`config.mk`:
```
export PLATFORM = sky130hd
export DESIGN_NAME = bb3_ctrl
export DESIGN_NICKNAME = d
export VERILOG_FILES = /design/src/bb3_pkg.sv /design/src/bb3_ctrl.sv
export SDC_FILE = /design/constraint.sdc
export NUM_CORES = 1
export LEC_CHECK = 0
export BUFFER_PORTS_ARGS = -buffer_cell sky130_fd_sc_hd__buf_4
export CORE_AREA = 4 4 41 43
export DETAILED_ROUTE_END_ITERATION = 10
export DIE_AREA = 0 0 45 47
export PLACE_DENSITY_LB_ADDON = 0.2
export SLEW_MARGIN = 20
export SYNTH_ARGS = -nofsm -noshare
export SYNTH_HDL_FRONTEND = slang
export SYNTH_SLANG_ARGS = --single-unit
```
`constraint.sdc`:
```
create_clock -name clk -period 1.9 [get_ports clk]
set_clock_uncertainty 0.15 [all_clocks]
set_input_delay 0.38 -clock clk [delete_from_list [all_inputs] [get_ports clk]]
set_output_delay 0.38 -clock clk [all_outputs]
set_load 0.005 [all_outputs]
```
`src/bb3_pkg.sv`:
```
package bb3_pkg;

    // pixel and channel geometry
    localparam int CH_W  = 8;
    localparam int PIX_W = 3 * CH_W;

    // configuration port
    localparam int CFG_W     = 11;
    localparam int CFG_IDX_W = 1;
    localparam logic [CFG_IDX_W-1:0] REG_IMAGE_WIDTH  = 1'b0;
    localparam logic [CFG_IDX_W-1:0] REG_IMAGE_HEIGHT = 1'b1;
    localparam logic [CFG_W-1:0]     RESET_DIM        = 11'd1024;

    // neighborhood sum (nine 8-bit values plus rounding half) and divisor
    localparam int SUM_W    = 12;
    localparam int CNT_W    = 4;
    localparam int RECIP_SH = 16;
    localparam int RECIP_W  = RECIP_SH + 1;
    localparam int PROD_W   = SUM_W + RECIP_W;

    typedef struct packed {
        logic accept;    // input transfer, line store access
        logic win_load;  // shift window, register sums
        logic out_load;  // divide and load output register
    } bb3_cmd_t;

    typedef struct packed {
        logic emit;      // accepted slot produces a result
    } bb3_stat_t;

    // ceil(2^RECIP_SH / n) for every neighborhood size; exact over the sum range
    function automatic logic [RECIP_W-1:0] recip(input logic [CNT_W-1:0] n);
        logic [RECIP_W-1:0] m;
        unique case (n)
            4'd2:    m = 17'd32768;
            4'd3:    m = 17'd21846;
            4'd4:    m = 17'd16384;
            4'd6:    m = 17'd10923;
            4'd9:    m = 17'd7282;
            default: m = 17'd65536;
        endcase
        return m;
    endfunction

endpackage

```
`src/bb3_ctrl.sv`:
```
module bb3_ctrl (
    input  logic               clk,
    input  logic               rst_n,
    input  logic               in_valid,
    output logic               in_ready,
    output logic               out_valid,
    input  logic               out_ready,
    input  bb3_pkg::bb3_stat_t stat,
    output bb3_pkg::bb3_cmd_t  cmd
);

    typedef enum logic [1:0] {
        S_IDLE,
        S_WIN,
        S_DIV
    } state_t;

    state_t state_reg;
    state_t state_next;
    logic   out_valid_reg;
    logic   out_valid_next;
    logic   out_free;

    assign out_free = !out_valid_reg || out_ready;

    always_comb
    begin
        state_next   = state_reg;
        cmd.accept   = 1'b0;
        cmd.win_load = 1'b0;
        cmd.out_load = 1'b0;
        unique case (state_reg)
            S_IDLE:
            begin
                cmd.accept = in_valid;
                if (in_valid)
                begin
                    state_next = S_WIN;
                end
            end
            S_WIN:
            begin
                cmd.win_load = 1'b1;
                state_next   = stat.emit ? S_DIV : S_IDLE;
            end
            S_DIV:
            begin
                // wait for the output register to free up
                cmd.out_load = out_free;
                if (out_free)
                begin
                    state_next = S_IDLE;
                end
            end
            default:
            begin
                state_next = S_IDLE;
            end
        endcase

        if (cmd.out_load)
        begin
            out_valid_next = 1'b1;
        end
        else if (out_ready)
        begin
            out_valid_next = 1'b0;
        end
        else
        begin
            out_valid_next = out_valid_reg;
        end
    end

    always_ff @(posedge clk or negedge rst_n)
    begin
        if (!rst_n)
        begin
            state_reg     <= S_IDLE;
            out_valid_reg <= 1'b0;
        end
        else
        begin
            state_reg     <= state_next;
            out_valid_reg <= out_valid_next;
        end
    end

    assign in_ready  = (state_reg == S_IDLE);
    assign out_valid = out_valid_reg;

    a_accept_to_win: assert property (@(posedge clk) disable iff (!rst_n)
        cmd.accept |=> state_reg == S_WIN)
        else $error("accepted slot did not reach window stage");

    a_silent_slot: assert property (@(posedge clk) disable iff (!rst_n)
        (state_reg == S_WIN && !stat.emit) |=> state_reg == S_IDLE)
        else $error("silent slot went on to divide");

    a_load_valid: assert property (@(posedge clk) disable iff (!rst_n)
        cmd.out_load |=> out_valid_reg)
        else $error("loaded result not presented");

endmodule

```
==> results.txt <==
- Based on the critical path, the design can be clocked at up to around 640 MHz.
- Antenna diodes: 0
- Clock latency on the worst-skew pair, taken at its later pin, is 0.23 ns.
- Area of all sequential standard cells: 75.1 sq um
- Weighted congestion at the end of routability-driven global placement: 0.573
* Instance area after placement: 226 sq um
- In this run the critical register-to-register path is captured at state_reg[1].
* Category of the worst setup path capture point: output pin
- Number of port buffers: 9
- Cell types occupying the most area after synthesis: dfrtp_1, o2bb2ai_2, and2_1
- P_leak: around 0.13 nW
* Net Count, Synth: 18
* Endpoints failing setup: 0
- After global routing the overflow that remains totals 0.
* Final-report hold violation count: 0
- In this run the number of H-tree levels came out at 1.
* Top-level port count: 10
- In this run, synthesis produced a sequential element count of 3.
- Number of vias in the routed layout: 127
* Total standard cell area after synthesis: roughly 150 sq um
* Sequential element share of the synthesized area: 50.8%
- Largest register FFs: 2
* Die X-Extent: 45 microns
- Area of the multi-input gates: about 65 sq um
* Max transition margin: a little over 90%
* Area of the die: 0.00212 sq mm
* Required arrival time at the worst endpoint: 1.37 ns
- Die span in y: 47 microns
* Post-cts resize count: 0
- Clock Sinks: 3
- Clock period minus worst slack: 1.56 ns
* Cell count after synthesis: 13
* IR drop worst, VDD: about 0.27 mV
- Summing all non-filler instances in the final layout gives an area of 263 sq um.
- Slew of the pin with the lowest slew margin: 0.126 ns
* Fraction of post-synthesis cell area in the top cell type by area: 50.8%
- Global-route total usage across every layer: 4.91%
- Of all cell types, the one taking the most synthesized area is dfrtp_1.
- The floorplan step defined a core boundary enclosing 0.00130 sq mm.
- Antenna violation net count after detailed routing: 0
* Most common library cells after synthesis: dfrtp_1, and2_1, nand2b_1
- Average wire per standard cell: just under 8 microns
- Data on the critical path arrives at its endpoint at 1.03 ns.
- In the routed layout, each cell is associated on average with a via count of approximately 3.1.
* Max Fanout on Critical Path: 3
* Type of origin of the critical path: flop
- Max Root-Sink Buffers: 2
* Pin count of the biggest net entering global routing: 4
* Count of standard-cell rows: 13
- The max-slew violation total from the final report came to 0.
- By instance count, the leading cell after synthesis is dfrtp_1.
* Antenna violations before repair: 0
* Clock input transition at the sequential cells of the worst setup and hold paths: around 0.040 ns
- Worst-case register-to-register setup slack: between 0.9 and 1 ns
- Post-synth cell types: 9
- Final-layout fill cell count: between 150 and 200
* Count of flip-flops with a built-in enable after synthesis: 0
- The final layout contains routed wiring with a total length of 325 microns.
- The Yosys step of the flow raised 0 warnings.
- Post-CTS setup buffer count: 0
- The area growth from synthesis to layout is 78.0%.
- Fraction of registers with async set or reset after synthesis: 100%
* Vias in the first global route: about 160
- Share of final-layout standard cells stronger than drive strength 1: 57.7%
* CTS tree: built
- Setup tns final: 0 ns
* Number of optimization iterations in the first detailed-route pass: 4
* Number of DRC violations after detailed routing: 0
- Kind of path behind the tightest hold check: input pin to flop
- After layout, the worst path uses between 80% and 90% of the clock period.
* Initial standard-cell utilization of the core: a little under an eighth
- Cells fill between 20% and 30% of the core in the end.
- The flow ran to the end, and the final reports show no timing, DRC or antenna violations.
- Worst setup endpoint: cmd[0]
- For this block, the initial DRC count from the detailed router was 6.
* Global-route wire length before repair: 627 microns
- Counting cells, the worst reg-to-reg path comes to 2.
* Unrepaired setup endpoints after global routing: false
- Worst R2R Start: state_reg[0]
- Buffers inserted to repair hold after CTS numbered 1.
* Syn_area_per_cell: around 11 sq um
- In this run the power density over the cells is 883 mW/mm^2.
* Main synth FF type: dfrtp_1
* CP Class: flop to output pin
* Worst Setup SP: state_reg[0]
- Buffer type at the clock tree root: clkbuf_4
- Max-cap violations in this run came to 0.
- For this run, the post-layout net count is 32.
- TritonCTS created 3 clock buffers.
-- cell type report --
type                            count  share of cell area [%]
Timing Repair Buffer               10                    29.5
Sequential cell                     3                    28.6
Multi-Input combinational cell      9                    24.8
Clock buffer                        4                    10.0
Tap cell                           15                    7.14
-- worst max-delay path: stages, from the launching register on --
cell	delay, ns
dfrtp_1	0.38
nand2b_1	0.19
nor2b_1	0.12
buf_4	0.11
-- layout by cell type, fill, tap and decap left out, drive strengths merged --
cell         netlist  routed
dlygate4sd3        0       1
nor2b              2       2
and2               2       2
buf                1       9
clkbuf             0       4
dfrtp              3       3
o2bb2ai            1       1
nor2               1       1
nand2              1       1
nand2b             2       2
-- metrics by stage --
step	power, mW	hold slack [ns]	worst slack [ns]	cells
after global placement	0.122	0.0201	0.445	36
after detailed placement	0.123	0.0213	0.445	36
final	0.232	0.216	0.341	41
after global routing	0.256	0.212	0.236	41
after floorplan	0.0962	-0.0656	0.577	13
after CTS	0.240	0.208	0.326	41
-- report_power, final --
part | internal (mW) | leakage (nW) | switching, mW
Sequential | 0.0709 | 0.0393 | 0.00456
Combinational | 0.0298 | 0.0740 | 0.0175
Clock | 0.0786 | 0.0150 | 0.0307
Total | 0.179 | 0.128 | 0.0528
-- cells by family after synthesis --
logic type / Yosys count / share of synthesized area [%]
buf+inv: 1 / 5.09
simple gates: 8 / 33.9
flops: 3 / 50.8
compound gates: 1 / 10.2
-- worst min-delay path by stage --
stage                    to  slack (ns)     start  cells after the start
4_1_cts        state_reg[0]        0.21  in_valid                      2
3_3_place_gp      out_valid        0.02     rst_n                      1
2_1_floorplan     out_valid       -0.07     rst_n                      0
6_report       state_reg[0]        0.22  in_valid                      2
3_5_place_dp      out_valid        0.02     rst_n                      1
5_1_grt        state_reg[0]        0.21  in_valid                      2
-- per-layer routing --
metal / wire [microns] / vias up / track usage [%]
li1: - / 65 / -
met1: 156 / 55 / 5.03
met2: 125 / 7 / 5.08
met3: 43 / 0 / 3.83
met4: 0 / 0 / 7.02
met5: 0 / - / 0
Power figures use the tool's default switching activity.
